`src/hdl/mbps_pkg.sv`:
```
// ---------------------------------------------------------------------------
// Masked byte pattern search package
// Shared constants and types for the signature scan cells and the top level.
// ---------------------------------------------------------------------------
package mbps_pkg;

	localparam int MAX_PATTERN  = 16;
	localparam int REGION_BYTES = 4096;
	localparam int SIG_BYTES    = 16;
	localparam int USE_MAX      = (SIG_BYTES < MAX_PATTERN) ? SIG_BYTES : MAX_PATTERN;
	localparam int SIG_IDX_W    = $clog2(SIG_BYTES);
	localparam int CNT_W        = $clog2(REGION_BYTES + 1);
	localparam int OFF_W        = 12;
	localparam int LEN_W        = 5;
	localparam int CFG_IDX_W    = 2;
	localparam int CFG_DATA_W   = 64;
	localparam int OUT_TDATA_W  = ((OFF_W + 7) / 8) * 8;

	typedef enum logic [CFG_IDX_W-1:0] {
		REG_PATTERN_LOW  = 2'd0,
		REG_PATTERN_HIGH = 2'd1,
		REG_CARE_MASK    = 2'd2,
		REG_PATTERN_LEN  = 2'd3
	} cfg_reg_t;

	typedef struct packed {
		logic shift;
		logic clear;
	} cell_ctrl_t;

endpackage

```
`src/hdl/masked_byte_pattern_search_unit.sv`:
```
// ---------------------------------------------------------------------------
// Masked byte pattern search unit
// Scans a byte stream region for a signature of up to 16 bytes with
// per-byte wildcards and reports the offset of the first match.
// ---------------------------------------------------------------------------
// The unit takes one byte request per clock and gives at most one result per
// region: found with the region offset of the first matching byte, or not
// found when the request carrying tlast closes the region without a match.
// The result sits in an output register, and a new byte is taken in the
// same cycle that a waiting result is taken, so throughput is one byte per
// cycle while the result side keeps up. The window is a row of MAX_PATTERN
// cells that shift on every counted byte; each cell compares the byte it
// takes with the signature byte aligned to its place, and the match is the
// AND of all cells. A region begins with tuser set, or at reset. Matches
// must lie wholly inside the region; bytes past REGION_BYTES are ignored.
// The user must write configuration only while no request is in flight;
// the unit does not enforce it. pattern_length 0 acts as 1, above 16 as 16.
// ---------------------------------------------------------------------------
module masked_byte_pattern_search_unit (
	input  logic                              clk,
	input  logic                              arst_n,
	// Configuration write port.
	input  logic                              cfg_we,
	input  logic [mbps_pkg::CFG_IDX_W-1:0]    cfg_index,
	input  logic [mbps_pkg::CFG_DATA_W-1:0]   cfg_data,
	// Byte requests.
	input  logic                              s_tvalid,
	output logic                              s_tready,
	input  logic [7:0]                        s_tdata,  // [7:0] data_byte
	input  logic                              s_tuser,  // [0] region_start
	input  logic                              s_tlast,  // region_end
	// Search results.
	output logic                              m_tvalid,
	input  logic                              m_tready,
	output logic [mbps_pkg::OUT_TDATA_W-1:0]  m_tdata,  // [11:0] match_offset, rest zero
	output logic                              m_tuser   // [0] found
);
	import mbps_pkg::*;

	// Configuration registers.
	logic [63:0]          pattern_low_q;
	logic [63:0]          pattern_high_q;
	logic [SIG_BYTES-1:0] care_mask_q;
	logic [LEN_W-1:0]     pattern_len_q;

	always_ff @(posedge clk or negedge arst_n) begin
		if (!arst_n) begin
			pattern_low_q  <= '0;
			pattern_high_q <= '0;
			care_mask_q    <= '1;
			pattern_len_q  <= LEN_W'(1);
		end else if (cfg_we) begin
			unique case (cfg_reg_t'(cfg_index))
				REG_PATTERN_LOW:  pattern_low_q  <= cfg_data[63:0];
				REG_PATTERN_HIGH: pattern_high_q <= cfg_data[63:0];
				REG_CARE_MASK:    care_mask_q    <= cfg_data[SIG_BYTES-1:0];
				REG_PATTERN_LEN:  pattern_len_q  <= cfg_data[LEN_W-1:0];
				default: ;
			endcase
		end
	end

	// Effective signature length, clamped to the usable range.
	logic [LEN_W-1:0]     used_len;
	logic [SIG_IDX_W-1:0] len_m1;

	always_comb begin
		if (pattern_len_q == '0) begin
			used_len = LEN_W'(1);
		end else if (pattern_len_q > LEN_W'(USE_MAX)) begin
			used_len = LEN_W'(USE_MAX);
		end else begin
			used_len = pattern_len_q;
		end
	end
	assign len_m1 = SIG_IDX_W'(used_len - LEN_W'(1));

	// Signature bytes as an array, byte 0 first.
	logic [7:0] sig [SIG_BYTES];
	always_comb begin
		for (int j = 0; j < SIG_BYTES; j++) begin
			sig[j] = (j < 8) ? pattern_low_q[8*(j%8) +: 8] : pattern_high_q[8*(j%8) +: 8];
		end
	end

	// Handshake and region bookkeeping.
	logic            out_valid_q;
	logic            found_q;
	logic [OFF_W-1:0] offset_q;
	logic [CNT_W-1:0] count_q;
	logic            seen_q;

	logic             accept;
	logic [CNT_W-1:0] cnt0;
	logic [CNT_W-1:0] cnt1;
	logic             seen0;
	logic             take;
	logic             all_hit;
	logic             match;
	logic             no_match_end;

	assign s_tready = !out_valid_q || m_tready;
	assign accept   = s_tvalid && s_tready;

	assign cnt0  = s_tuser ? '0 : count_q;
	assign seen0 = s_tuser ? 1'b0 : seen_q;
	assign take  = cnt0 < CNT_W'(REGION_BYTES);
	assign cnt1  = cnt0 + CNT_W'(1);

	// Cell row: cell k holds the byte k places behind the newest.
	logic [7:0]       cell_in  [MAX_PATTERN];
	logic [7:0]       cell_out [MAX_PATTERN];
	logic [MAX_PATTERN-1:0] cell_hit;

	for (genvar k = 0; k < MAX_PATTERN; k++) begin : g_cell
		cell_ctrl_t ctrl;
		logic [7:0] sig_aligned;
		logic       care_aligned;

		assign ctrl.shift = accept && take;
		assign ctrl.clear = (k > 0) && s_tuser;

		if (k == 0) begin : g_head
			assign cell_in[k] = s_tdata;
		end else begin : g_link
			assign cell_in[k] = cell_out[k-1];
		end

		// Cell k meets signature byte (length - 1 - k); cells beyond the
		// length are wildcards.
		if (k < USE_MAX) begin : g_used
			logic [SIG_IDX_W-1:0] sidx;
			assign sidx         = len_m1 - SIG_IDX_W'(k);
			assign sig_aligned  = sig[sidx];
			assign care_aligned = (LEN_W'(k) < used_len) && care_mask_q[sidx];
		end else begin : g_unused
			assign sig_aligned  = 8'd0;
			assign care_aligned = 1'b0;
		end

		mbps_cell u_cell (
			.clk      (clk),
			.arst_n   (arst_n),
			.ctrl     (ctrl),
			.byte_in  (cell_in[k]),
			.sig_byte (sig_aligned),
			.care     (care_aligned),
			.byte_out (cell_out[k]),
			.hit      (cell_hit[k])
		);
	end

	assign all_hit      = &cell_hit;
	assign match        = take && !seen0 && (cnt1 >= CNT_W'(used_len)) && all_hit;
	assign no_match_end = s_tlast && !seen0 && !match;

	always_ff @(posedge clk or negedge arst_n) begin
		if (!arst_n) begin
			count_q     <= '0;
			seen_q      <= 1'b0;
			out_valid_q <= 1'b0;
		end else begin
			if (accept) begin
				count_q <= take ? cnt1 : cnt0;
				seen_q  <= seen0 || match || s_tlast;
			end
			if (accept && (match || no_match_end)) begin
				out_valid_q <= 1'b1;
			end else if (m_tready) begin
				out_valid_q <= 1'b0;
			end
		end
	end

	// Result payload.
	always_ff @(posedge clk) begin
		if (accept && (match || no_match_end)) begin
			found_q  <= match;
			offset_q <= match ? OFF_W'(cnt1 - CNT_W'(used_len)) : '0;
		end
	end

	assign m_tvalid = out_valid_q;
	assign m_tuser  = found_q;
	assign m_tdata  = {{(OUT_TDATA_W - OFF_W){1'b0}}, offset_q};

endmodule

```
`src/hdl/mbps_cell.sv`:
```
// ---------------------------------------------------------------------------
// Signature scan cell
// Holds one byte of the window, passes it to its neighbor on every shift and
// compares the byte it is about to take with its aligned signature byte.
// ---------------------------------------------------------------------------
module mbps_cell (
	input  logic               clk,
	input  logic               arst_n,
	input  mbps_pkg::cell_ctrl_t ctrl,
	input  logic [7:0]         byte_in,
	input  logic [7:0]         sig_byte,
	input  logic               care,
	output logic [7:0]         byte_out,
	output logic               hit
);
	import mbps_pkg::*;

	logic [7:0] byte_q;
	logic [7:0] next_byte;

	// A region start empties the window behind the newest byte.
	assign next_byte = ctrl.clear ? 8'd0 : byte_in;
	assign hit       = !care || (next_byte == sig_byte);
	assign byte_out  = byte_q;

	always_ff @(posedge clk or negedge arst_n) begin
		if (!arst_n) begin
			byte_q <= 8'd0;
		end else if (ctrl.shift) begin
			byte_q <= next_byte;
		end
	end

endmodule

```
`config.mk`:
```
export PLATFORM = sky130hd
export DESIGN_NAME = masked_byte_pattern_search_unit
export DESIGN_NICKNAME = d
export VERILOG_FILES = /design/src/hdl/mbps_pkg.sv /design/src/hdl/masked_byte_pattern_search_unit.sv /design/src/hdl/mbps_cell.sv
export SDC_FILE = /design/constraint.sdc
export NUM_CORES = 1
export LEC_CHECK = 0
export ABC_CLOCK_PERIOD_IN_PS = 19400
export BUFFER_PORTS_ARGS = -buffer_cell sky130_fd_sc_hd__buf_2
export CAP_MARGIN = 20
export CELL_PAD_IN_SITES_DETAIL_PLACEMENT = 1
export CELL_PAD_IN_SITES_GLOBAL_PLACEMENT = 1
export CORE_MARGIN = 1.5
export CORE_UTILIZATION = 50
export DETAILED_ROUTE_END_ITERATION = 10
export PLACE_DENSITY = 0.8
export SYNTH_ARGS = -nofsm -noshare
export SYNTH_HDL_FRONTEND = slang
export SYNTH_SLANG_ARGS = --single-unit
```
`constraint.sdc`:
```
create_clock -name clk -period 19.4 [get_ports clk]
set_input_delay 0.97 -clock clk [delete_from_list [all_inputs] [get_ports clk]]
set_output_delay 0.97 -clock clk [all_outputs]
set_load 0.01 [all_outputs]
```
## After elaboration in Yosys (flattened, before gate mapping)

Cells that the tools add are included.

- Input port bits: 81
- Output and inout bits: 19
- Register bits: 297

- Bitwise logic cells: 16
- Add/sub/neg operators: 18
- Order comparisons: 51
- Muxes and demuxes: 102
- Equality and inequality tests: 19
- Reductions and logical operators: 71

Operator list:

| cell | count |
|---|---|
| binary-select mux 8 bit (select 4 bit) | 16 |
| two-way mux 8 bit | 47 |
| equality test 8 bit | 16 |
| greater-or-equal comparator 5 bit (second input constant) | 16 |
| < comparator 4 x 5 -> 1 bit (second input constant) | 16 |
| inverter 4 -> 5 bit | 16 |
| binary-select mux 1 bit (select 4 bit) | 16 |
| < comparator 4 x 5 -> 1 bit (first input constant) | 8 |
| subtractor 4 bit (second input constant) | 8 |
| two-way mux 13 bit | 2 |
| logical AND 1 bit | 24 |
| logical OR 1 bit | 20 |
| < comparator 3 x 5 -> 1 bit (first input constant) | 4 |
| logical NOT 1 bit | 19 |
| two-way mux 1 bit | 19 |
| AND reduction 16 bit | 1 |
| subtractor 4 x 3 -> 4 bit (second input constant) | 4 |
| adder 13 x 1 -> 13 bit (second input constant) | 1 |
| greater-or-equal comparator 13 x 5 -> 1 bit | 1 |
| < comparator 13 bit (second input constant) | 1 |
| subtractor 12 x 5 -> 12 bit | 1 |
| < comparator 1 x 5 -> 1 bit (first input constant) | 2 |
| < comparator 2 x 5 -> 1 bit (first input constant) | 2 |
| two-way mux 5 bit | 2 |
| 9 further kinds | 15 |

## Logic depth before layout (Yosys ltp)

Gate-level depths: netlist of run 1.

- Word-level depth: 18
- Gate-level depth with buffers: 28
- Gate-level depth less buffers: 19

## Hierarchy

Synthesis of run 1 repeated with hierarchy kept, for this count alone.

- Cells, all modules: 2,208
- Area total of the unflattened synthesis: 22,500.3 um^2

Modules (own cells, without submodules):

| module | seq. area each (um^2) | cells each | area each (um^2) | instances |
|---|---|---|---|---|
| masked_byte_pattern_search_unit | 4,515.6 | 1,264 | 13,992.2 | 1 |
| mbps_cell | 200.2 | 59 | 531.8 | 16 |

## Worst setup path after synthesis of run 1

Ideal clock, no wire load.

- Kind: reg-to-reg
- Start: register pattern_len_q[0]
- End: register found_q, in the netlist m_tuser, enable pin
- Arrival: 6.391 ns
- Cell stages (with the launch flop): 27
- Period minus slack after synthesis: 6.774 ns
- Buffers on the path: 8
- Slack: 12.626 ns
- Setup time: 0.382 ns
- Cell sequence: dfstp_2 > buf_2 > nor2_1 > nor2_4 > inv_4 > buf_4 > buf_2 > buf_1 > ha_1 > inv_2 > buf_1 > buf_1 > ha_1 > a21oi_1 > o21ai_0 > and3_1 > clkbuf_1 > nor2_2 > buf_4 > mux4_2 > xnor2_1 > nor4b_1 > o22ai_1 > o31a_1 > nor4_2 > a31oi_1 > nor2_1

- Longest elaborated chain between the ends: 17
- Elaborated cells on any way between the ends: 204
- Those cells by class: add/sub: 16; order compare: 18; eq/ne: 16; mux: 82; bitwise: 16; reduce/logical: 56

Ends and longest elaborated chain:

| element | RTL line | text |
|---|---|---|
| start, declared | masked_byte_pattern_search_unit.sv:44 | `logic [LEN_W-1:0] pattern_len_q;` |
| start signal, assigned | masked_byte_pattern_search_unit.sv:57 | `REG_PATTERN_LEN: pattern_len_q <= cfg_data[LEN_W-1:0];` |
| > comparator 5 bit | masked_byte_pattern_search_unit.sv:70 | `end else if (pattern_len_q > LEN_W'(USE_MAX)) begin` |
| two-way mux 5 bit | masked_byte_pattern_search_unit.sv:70 |  |
| two-way mux 5 bit * | masked_byte_pattern_search_unit.sv:68 | `if (pattern_len_q == '0) begin` |
| subtractor 4 x 1 -> 4 bit | masked_byte_pattern_search_unit.sv:76 | `assign len_m1 = SIG_IDX_W'(used_len - LEN_W'(1));` |
| subtractor 4 x 1 -> 4 bit, or another cell as far along | masked_byte_pattern_search_unit.sv:133 | `assign sidx = len_m1 - SIG_IDX_W'(k);` |
| inverter 4 -> 5 bit (not written as such) | masked_byte_pattern_search_unit.sv:134 | `assign sig_aligned = sig[sidx];` |
| binary-select mux 8 bit (select 4 bit) | masked_byte_pattern_search_unit.sv:134 |  |
| two-way mux 8 bit (not written as such) (2 in series) | masked_byte_pattern_search_unit.sv:134 |  |
| equality test 8 bit | mbps_cell.sv:23 | `assign hit = !care \|\| (next_byte == sig_byte);` |
| logical OR 1 bit | mbps_cell.sv:23 |  |
| AND reduction 16 bit | masked_byte_pattern_search_unit.sv:153 | `assign all_hit = &cell_hit;` |
| logical AND 1 bit * | masked_byte_pattern_search_unit.sv:154 | `assign match = take && !seen0 && (cnt1 >= CNT_W'(used_len)) && all_hit;` |
| logical NOT 1 bit | masked_byte_pattern_search_unit.sv:155 | `assign no_match_end = s_tlast && !seen0 && !match;` |
| logical AND 1 bit | masked_byte_pattern_search_unit.sv:155 |  |
| logical OR 1 bit * | masked_byte_pattern_search_unit.sv:177 | `if (accept && (match \|\| no_match_end)) begin` |
| logical AND 1 bit * | masked_byte_pattern_search_unit.sv:177 |  |
| end signal, assigned | masked_byte_pattern_search_unit.sv:178 | `found_q <= match;` |
| end, declared | masked_byte_pattern_search_unit.sv:88 | `logic found_q;` |

Mark *: on every way between the ends. The rest lies on a longest branch, timed or not. The select of a mux whose other input is x is not followed.
A chain may end at the register's enable or synchronous reset.

## Worst setup path in the final report of run 1

- Start: register pattern_len_q[3]
- End: register offset_q[5], enable pin

- Longest elaborated chain between the ends: 17
- Elaborated cells on any way between the ends: 204
- Those cells by class: add/sub: 16; order compare: 18; eq/ne: 16; mux: 82; bitwise: 16; reduce/logical: 56

Ends and longest elaborated chain:

| element | RTL line | text |
|---|---|---|
| > comparator 5 bit | masked_byte_pattern_search_unit.sv:70 |  |
| two-way mux 5 bit | masked_byte_pattern_search_unit.sv:70 |  |
| two-way mux 5 bit * | masked_byte_pattern_search_unit.sv:68 |  |
| subtractor 4 x 1 -> 4 bit | masked_byte_pattern_search_unit.sv:76 |  |
| subtractor 4 x 1 -> 4 bit, or another cell as far along | masked_byte_pattern_search_unit.sv:133 |  |
| inverter 4 -> 5 bit (not written as such) | masked_byte_pattern_search_unit.sv:134 |  |
| binary-select mux 8 bit (select 4 bit) | masked_byte_pattern_search_unit.sv:134 |  |
| two-way mux 8 bit (not written as such) (2 in series) | masked_byte_pattern_search_unit.sv:134 |  |
| equality test 8 bit | mbps_cell.sv:23 |  |
| logical OR 1 bit | mbps_cell.sv:23 |  |
| AND reduction 16 bit | masked_byte_pattern_search_unit.sv:153 |  |
| logical AND 1 bit * | masked_byte_pattern_search_unit.sv:154 |  |
| logical NOT 1 bit | masked_byte_pattern_search_unit.sv:155 |  |
| logical AND 1 bit | masked_byte_pattern_search_unit.sv:155 |  |
| logical OR 1 bit * | masked_byte_pattern_search_unit.sv:177 |  |
| logical AND 1 bit * | masked_byte_pattern_search_unit.sv:177 |  |
| end signal, assigned | masked_byte_pattern_search_unit.sv:179 | `offset_q <= match ? OFF_W'(cnt1 - CNT_W'(used_len)) : '0;` |
| end, declared | masked_byte_pattern_search_unit.sv:89 | `logic [OFF_W-1:0] offset_q;` |

Marks and branches as above.

==> results.py, run 1 <==
metrics = {
    "power_and_ir_drop": {
        "ir_worst_vdd_mv": 0.0943,
        "seq_power_share_pct": 21.2,
        "p_int_mw": 2.03,
        "p_per_area_nw_per_um2": 158,
        "p_comb_share_pct": 61.2,
        "sw_frac_of_total_pct": 49.4,
        "leakage_nw": 10.0,
        "power_switching_mw": 1.98,
        "power_frac_clock_pct": 17.5,
        "total_power_mw": 4.00,
    },
    "logic_synthesis": {
        "syn_area_per_cell_um2": 9.57,
        "yosysWarnings": 0,
        "synth_enable_flop_cells": 13,
        "ys_seq_area_share_pct": 32.3,
        "syn_area_um2": 23200,
        "synth_seq_cells": 297,
        "ys.flop_type": "dfrtp_1",
        "synthCells": 2430,
        "synth_async_sr_flop_share_pct": 95.6,
        "yosysUniqueCellTypes": 97,
    },
    "place": {
        "gp_congestion": 1.04,
        "post-place-ws_ps": 11650,
        "numPortBuffers": 95,
        "dp_cells": 2998,
        "dpl.hpwl_mm": 78.5,
    },
    "floorplanning": {
        "chipHeight_um": 219,
        "rows": 78,
        "num_io_pins": 100,
        "initial_core_util_pct": 51.0,
        "core_area_um2": 45600,
        "die_w_um": 219,
        "design.die.area_um2": 47800,
    },
    "setup_path": {
        "start_kind": "register",
        "worstPathCellList": "nor3_2 > nor2_1 > nor2_4 > inv_4 > ha_2 > inv_2 > ha_1 > a21oi_1 > o21ai_0 > a21oi_1 > nor2_2 > mux4_2 > a2111oi_0 > o32ai_1 > a211oi_1 > a2bb2oi_1 > nor4b_2 > a31oi_1 > nor2_1",
        "end_kind": "register",
        "crit_path_max_fanout": 37,
        "timing.rr.end": "offset_q[5]",
        "reg2reg_slack_ps": 11450,
        "arrival_ps": 8130,
        "worstReg2RegStart": "pattern_len_q[3]",
        "crit_path_top_delay_cell": "nor2_1",
        "cp_data_required_time_ps": 19580,
        "reg2reg_depth": 19,
        "criticalPathCategory": "register to register",
        "slowest_delay_ps": 810,
    },
    "clock_network": {
        "post_cts_buffers": 0,
        "cts_tree": "built",
        "cts_buffer_depth": 3,
        "ctsResizeCount": 0,
        "cts_sinks": 297,
        "cts.clk_slew.worst_paths_ps": 60,
        "cts_htree_levels": 2,
        "postCtsHoldBufs": 0,
        "clk_latency_ps": 570,
        "numCtsBuffers": 35,
        "root_buffer": "clkbuf_16",
    },
    "routing": {
        "wl_per_cell_um": 34.4,
        "ant_nets": 0,
        "routed_via_density": 7.34,
        "num_vias": 22500,
        "drc": 0,
        "drtIter0Drc": 2925,
        "routed_wl_mm": 105,
        "drt_first_pass_iters": 6,
    },
    "timing": {
        "period_share_pct": 41.0,
        "max_slew.worst_pin.slew_ps": 1410,
        "relSlewSlack_pct": 5.82,
        "maxClockFrequency_mhz": 126,
        "rsz0062_at_grt": "no",
        "fin_setup_tns_ps": 0,
        "setup_violations": 0,
        "clock_skew_ps": 15.9,
        "hold_violations": 0,
        "slew_violations": 0,
        "fin_crit_ps": 7950,
        "setup_ws_ps": 11450,
    },
    "global_route": {
        "grt_max_degree": 129,
        "grt_pass1_wl_mm": 153,
        "track_usage_pct": 44.1,
        "antenna_found_initial": 5,
        "grt_pass1_vias": 22400,
        "overflow": 0,
    },
    "final_layout": {
        "nFillCells": 4997,
        "fin_cells": 3064,
        "nNetsFinal": 2537,
        "final_common_cell": "nand2_1",
        "final_util_pct": 55.7,
        "area_growth_syn_to_layout_pct": 9.19,
        "final_cell_mix": "nand2_1, dfrtp_1, nor2_1, mux2_2, o21ai_0",
        "drive_above_1_share_pct": 22.9,
    },
    "hold_path": {
        "hold_path.class": "input pin to asynchronous set/reset pin",
    },
    "outcome": {
        "outcome": "completed",
    },
    "flow_run": {
        "maxCapViolCount": 0,
    },
}
synth_stat cells, drive strengths merged, types with 18 or more instances:
master | n | area share (%)
nand2 | 279 | 4.5
dfrtp | 267 | 29
nor2 | 208 | 3.5
mux2 | 185 | 9.0
o21ai | 135 | 2.9
clkbuf | 119 | 1.9
mux2i | 112 | 4.8
mux4 | 110 | 11
a22oi | 74 | 2.4
buf | 61 | 1.5
inv | 56 | 0.92
o22ai | 52 | 1.4
and3 | 48 | 1.3
nand3 | 48 | 1.1
a21oi | 47 | 1.0
xnor2 | 44 | 1.8
a211oi | 39 | 1.3
a221oi | 38 | 1.4
o31ai | 35 | 1.1
nor3 | 32 | 0.75
xor2 | 30 | 1.2
a31oi | 29 | 0.85
nand4 | 28 | 0.75
o211ai | 24 | 0.78
nor4b | 18 | 0.71
worst max path at each step:
stage	start	to	slack, ps	depth (start not counted)
6_report	pattern_len_q[3]	offset_q[5]	11450	19
5_1_grt	pattern_len_q[3]	offset_q[5]	11010	19
4_1_cts	pattern_len_q[3]	offset_q[0]	11570	19
3_5_place_dp	pattern_len_q[3]	offset_q[6]	11650	19
3_3_place_gp	pattern_len_q[3]	m_tuser	11940	19
2_1_floorplan	pattern_len_q[0]	m_tuser	12630	26
logic make-up (layout without fill, tap and decap cells):
logic type | after synthesis | count (layout) | synth area share, %
other cells | 1 | 5 | 0.0161
compound gates | 622 | 622 | 19.0
xor+xnor | 74 | 74 | 3.01
simple gates | 773 | 773 | 15.9
fa+ha+maj | 18 | 18 | 1.00
buf+inv | 238 | 268 | 4.33
mux | 407 | 407 | 24.4
flops | 297 | 297 | 32.3
state kept, by name, summed over array words and instances, names as in the netlist:
signal,count
pattern_low_q,64
seen_q,1
offset_q,12
g_cell.u_cell.byte_out,120
m_tuser,1
pattern_high_q,64
care_mask_q,16
pattern_len_q,5
m_tvalid,1
count_q,13
area by class of cell:
cell class / count / area [um2] / area share [%]
multi-input cells: 1898 / 14800 / 58.2
flip-flops and latches: 297 / 7520 / 29.6
clock buffers: 53 / 1050 / 4.12
repair buffers: 148 / 926 / 3.65
well taps: 600 / 751 / 2.96
inverters: 58 / 223 / 0.877
clock inverters: 9 / 134 / 0.527
diodes: 1 / 2.50 / 0.00986
power groups by stage:
stage / registers [mW] / logic, mW / clock network (mW)
6_report: 0.849 / 2.45 / 0.702
3_5_place_dp: 0.843 / 2.34 / 0
5_1_grt: 0.851 / 2.54 / 0.727
2_1_floorplan: 0.775 / 1.59 / 0
3_3_place_gp: 0.831 / 2.27 / 0
4_1_cts: 0.838 / 2.36 / 0.708
critical path, delay by kind of cell (launching register included):
kind | cells | cell delay (ps)
compound gates | 8 | 1860
fa+ha+maj | 2 | 820
mux | 1 | 440
flops | 1 | 790
simple gates | 6 | 2460
buf+inv | 2 | 1150
routing by layer:
| layer | vias to the layer above | global-route usage, % | wire [um] |
|---|---|---|---|
| li1 | 9297 | - | - |
| met1 | 11500 | 55.8 | 40300 |
| met2 | 1346 | 68.7 | 47300 |
| met3 | 378 | 10.8 | 10300 |
| met4 | 6 | 25.6 | 7340 |
| met5 | - | 0 | 82 |
per-stage QoR:
| step | cell area (um2) | hold slack (ps) |
|---|---|---|
| final | 25400 | 388 |
| after global routing | 25400 | 435 |
| after CTS | 25300 | 411 |
| after detailed placement | 24100 | 473 |
| after global placement | 24100 | 459 |
| after floorplan | 23300 | 442 |
No activity file was read; power rests on OpenSTA's default activity.
==> run 2: changes to the inputs <==
--- a/config.mk
+++ b/config.mk
@@ -5,7 +5,7 @@
 export SDC_FILE = /design/constraint.sdc
 export NUM_CORES = 1
 export LEC_CHECK = 0
-export ABC_CLOCK_PERIOD_IN_PS = 19400
+export ABC_CLOCK_PERIOD_IN_PS = 8350
 export BUFFER_PORTS_ARGS = -buffer_cell sky130_fd_sc_hd__buf_2
 export CAP_MARGIN = 20
 export CELL_PAD_IN_SITES_DETAIL_PLACEMENT = 1
==> constraint.sdc (replaced) <==
create_clock -name clk -period 8.35 [get_ports clk]
set_input_delay 0.4175 -clock clk [delete_from_list [all_inputs] [get_ports clk]]
set_output_delay 0.4175 -clock clk [all_outputs]
set_load 0.01 [all_outputs]
==> run 2 against run 1 <==
  * Wire length increased by 0.84%
  * Cell count stayed put
  * Die area unchanged
  * Core utilization shrank 0.22 points
  * Clock skew is 1.3 ps higher
  * Critical endpoint is now offset_q[11]
  * Worst hold slack worse by 300 ps
  * Via count fell by 0.16%
  * Fmax rose by 6.5%
  * Combinational power grew 130%
  * First-iteration DRC count up 3.1%
  * Clock power is 120% higher
  * Sequential share of layout area increased by 0.12 points
==> results.py, run 2 (synthesized netlist as in run 1, its figures left out) <==
metrics = {
    "outcome": {
        "outcome": "completed",
    },
    "setup_path": {
        "cp_data_required_time_ps": 8540,
        "end_kind": "register",
        "criticalPathCategory": "register to register",
        "cp_common_cell": "nor2_1",
        "crit_family": "simple AND/OR/NAND/NOR gates",
        "start_kind": "register",
        "cp.depth": 19,
        "worstPathCellList": "nor3_2 > nor2_1 > nor2_4 > inv_4 > ha_2 > xnor2_4 > inv_2 > ha_1 > inv_1 > nand3_1 > nand2_1 > a211oi_1 > o21ai_0 > or3b_1 > a32oi_1 > a21oi_1 > nor4_1 > a31oi_1 > nor2_1",
        "crit_path_top_delay_cell": "nand2_1",
        "crit_path_max_fanout": 28,
        "critPathBufInv": 3,
        "arrival_ps": 7650,
        "slowest_delay_ps": 1070,
        "reg2reg_depth": 19,
    },
    "power_and_ir_drop": {
        "p_per_area_nw_per_um2": 365,
        "p_comb_share_pct": 61.7,
        "sw_frac_of_total_pct": 50.0,
        "seq_power_share_pct": 21.6,
        "power_switching_mw": 4.61,
        "p_int_mw": 4.61,
        "power_frac_clock_pct": 16.7,
        "leakage_nw": 9.96,
        "ir_worst_vdd_mv": 0.280,
    },
    "clock_network": {
        "postCtsHoldBufs": 1,
        "cts.clk_slew.worst_paths_ps": 70,
        "post_cts_buffers": 0,
        "cts_buffer_depth": 3,
        "cts_htree_levels": 2,
        "ctsResizeCount": 0,
        "numCtsBuffers": 35,
        "cts_sinks": 297,
        "cts_tree": "built",
        "root_buffer": "clkbuf_16",
        "clk_latency_ps": 570,
    },
    "final_layout": {
        "multi_input_area_um2": 14800,
        "nFillCells": 5046,
        "final_common_cell": "nand2_1",
        "final_cell_mix": "nand2_1, dfrtp_1, nor2_1, mux2_2, o21ai_0",
        "area_growth_syn_to_layout_pct": 8.75,
        "fin_area_um2": 25300,
        "nNetsFinal": 2536,
        "regArea_um2": 7520,
        "largest_reg_flops": 120,
        "drive_above_1_share_pct": 22.7,
    },
    "place": {
        "dpl_cell_area_um2": 24100,
        "dpl.hpwl_mm": 79.2,
        "post-place-ws_ps": 1140,
        "numPortBuffers": 95,
        "gp_congestion": 1.02,
    },
    "floorplanning": {
        "die_w_um": 219,
        "core_area_um2": 45600,
        "chipHeight_um": 219,
        "rows": 78,
        "design.die.area_um2": 47800,
        "num_io_pins": 100,
        "initial_core_util_pct": 51.0,
    },
    "routing": {
        "routed_via_density": 7.33,
        "ant_nets": 0,
        "wl_per_cell_um": 34.7,
        "drt_first_pass_iters": 6,
        "drc": 0,
        "drtIter0Drc": 3016,
        "routed_wl_mm": 106,
        "num_vias": 22500,
    },
    "timing": {
        "slew_violations": 0,
        "setup_ws_ps": 884,
        "clock_skew_ps": 17.2,
        "period_share_pct": 89.4,
        "whs_ps": 86.6,
        "setup_violations": 0,
        "fin_setup_tns_ps": 0,
        "max_slew.worst_pin.slew_ps": 1310,
        "relSlewSlack_pct": 12.6,
        "hold_violations": 0,
        "maxClockFrequency_mhz": 134,
        "fin_crit_ps": 7470,
        "rsz0062_at_grt": "no",
    },
    "global_route": {
        "grt_pass1_vias": 22400,
        "grt_max_degree": 128,
        "overflow": 0,
        "grt_pass1_wl_mm": 154,
        "track_usage_pct": 44.4,
        "antenna_found_initial": 4,
    },
    "flow_run": {
        "maxCapViolCount": 0,
    },
    "hold_path": {
        "hold_path.class": "input pin to register",
        "min_path_cells": 2,
    },
}
==> run 2: area by class of cell <==
cell class              count  share of cell area (%)
clock inverters            10                   0.421
diodes                      2                  0.0198
well taps                 600                    2.97
clock buffers              52                    3.96
inverters                  58                   0.881
multi-input cells        1898                    58.4
repair buffers            147                    3.56
flip-flops and latches    297                    29.8
==> run 2: worst paths after layout <==
path	slack, ps	startpoint	to
worst max-delay path	880	pattern_len_q[1]	offset_q[11]
worst min-delay path	90	cfg_data[26]	pattern_low_q[26]
worst max register to register	880	pattern_len_q[1]	offset_q[11]
worst min register to register	490	g_cell[9].u_cell.byte_out[2]	g_cell[9].u_cell.byte_out[2]
max in group asynchronous	5650	arst_n	pattern_high_q[37]
min in group asynchronous	480	arst_n	g_cell[9].u_cell.byte_out[6]
==> run 2: power groups by stage <==
stage,logic [mW],clock network [mW],registers (mW)
2_1_floorplan,3.69,0,1.80
3_3_place_gp,5.29,0,1.94
3_5_place_dp,5.43,0,1.97
4_1_cts,5.48,1.55,1.96
5_1_grt,5.90,1.60,1.99
6_report,5.68,1.54,1.99
==> run 2: worst reg2reg max path, delay by kind of cell (launching register included) <==
kind                     cells  cell delay [ps]
AND/OR/NAND/NOR              8             4080
AO/OA/AOI/OAI                5             1130
flip-flops                   1              620
adder cells (fa/ha/maj)      2              500
buffers and inverters        3              430
XOR/XNOR                     1              320
==> run 2: per-stage QoR <==
step	util [%]	cells	total power, mW
final	55.5	3064	9.22
after global routing	55.5	3062	9.49
after CTS	55.4	3060	8.99
after detailed placement	52.9	2997	7.40
after global placement	52.9	2997	7.23
after floorplan	-	2433	5.49
==> run 2: per-layer routing <==
metal / track usage, % / part of all wire [%] / wire length [um]
met4: 26.1 / 7.1 / 7560
met2: 68.7 / 44 / 47100
met3: 10.8 / 10 / 11100
met1: 56.6 / 38 / 40300
met5: 0 / 0.039 / 41
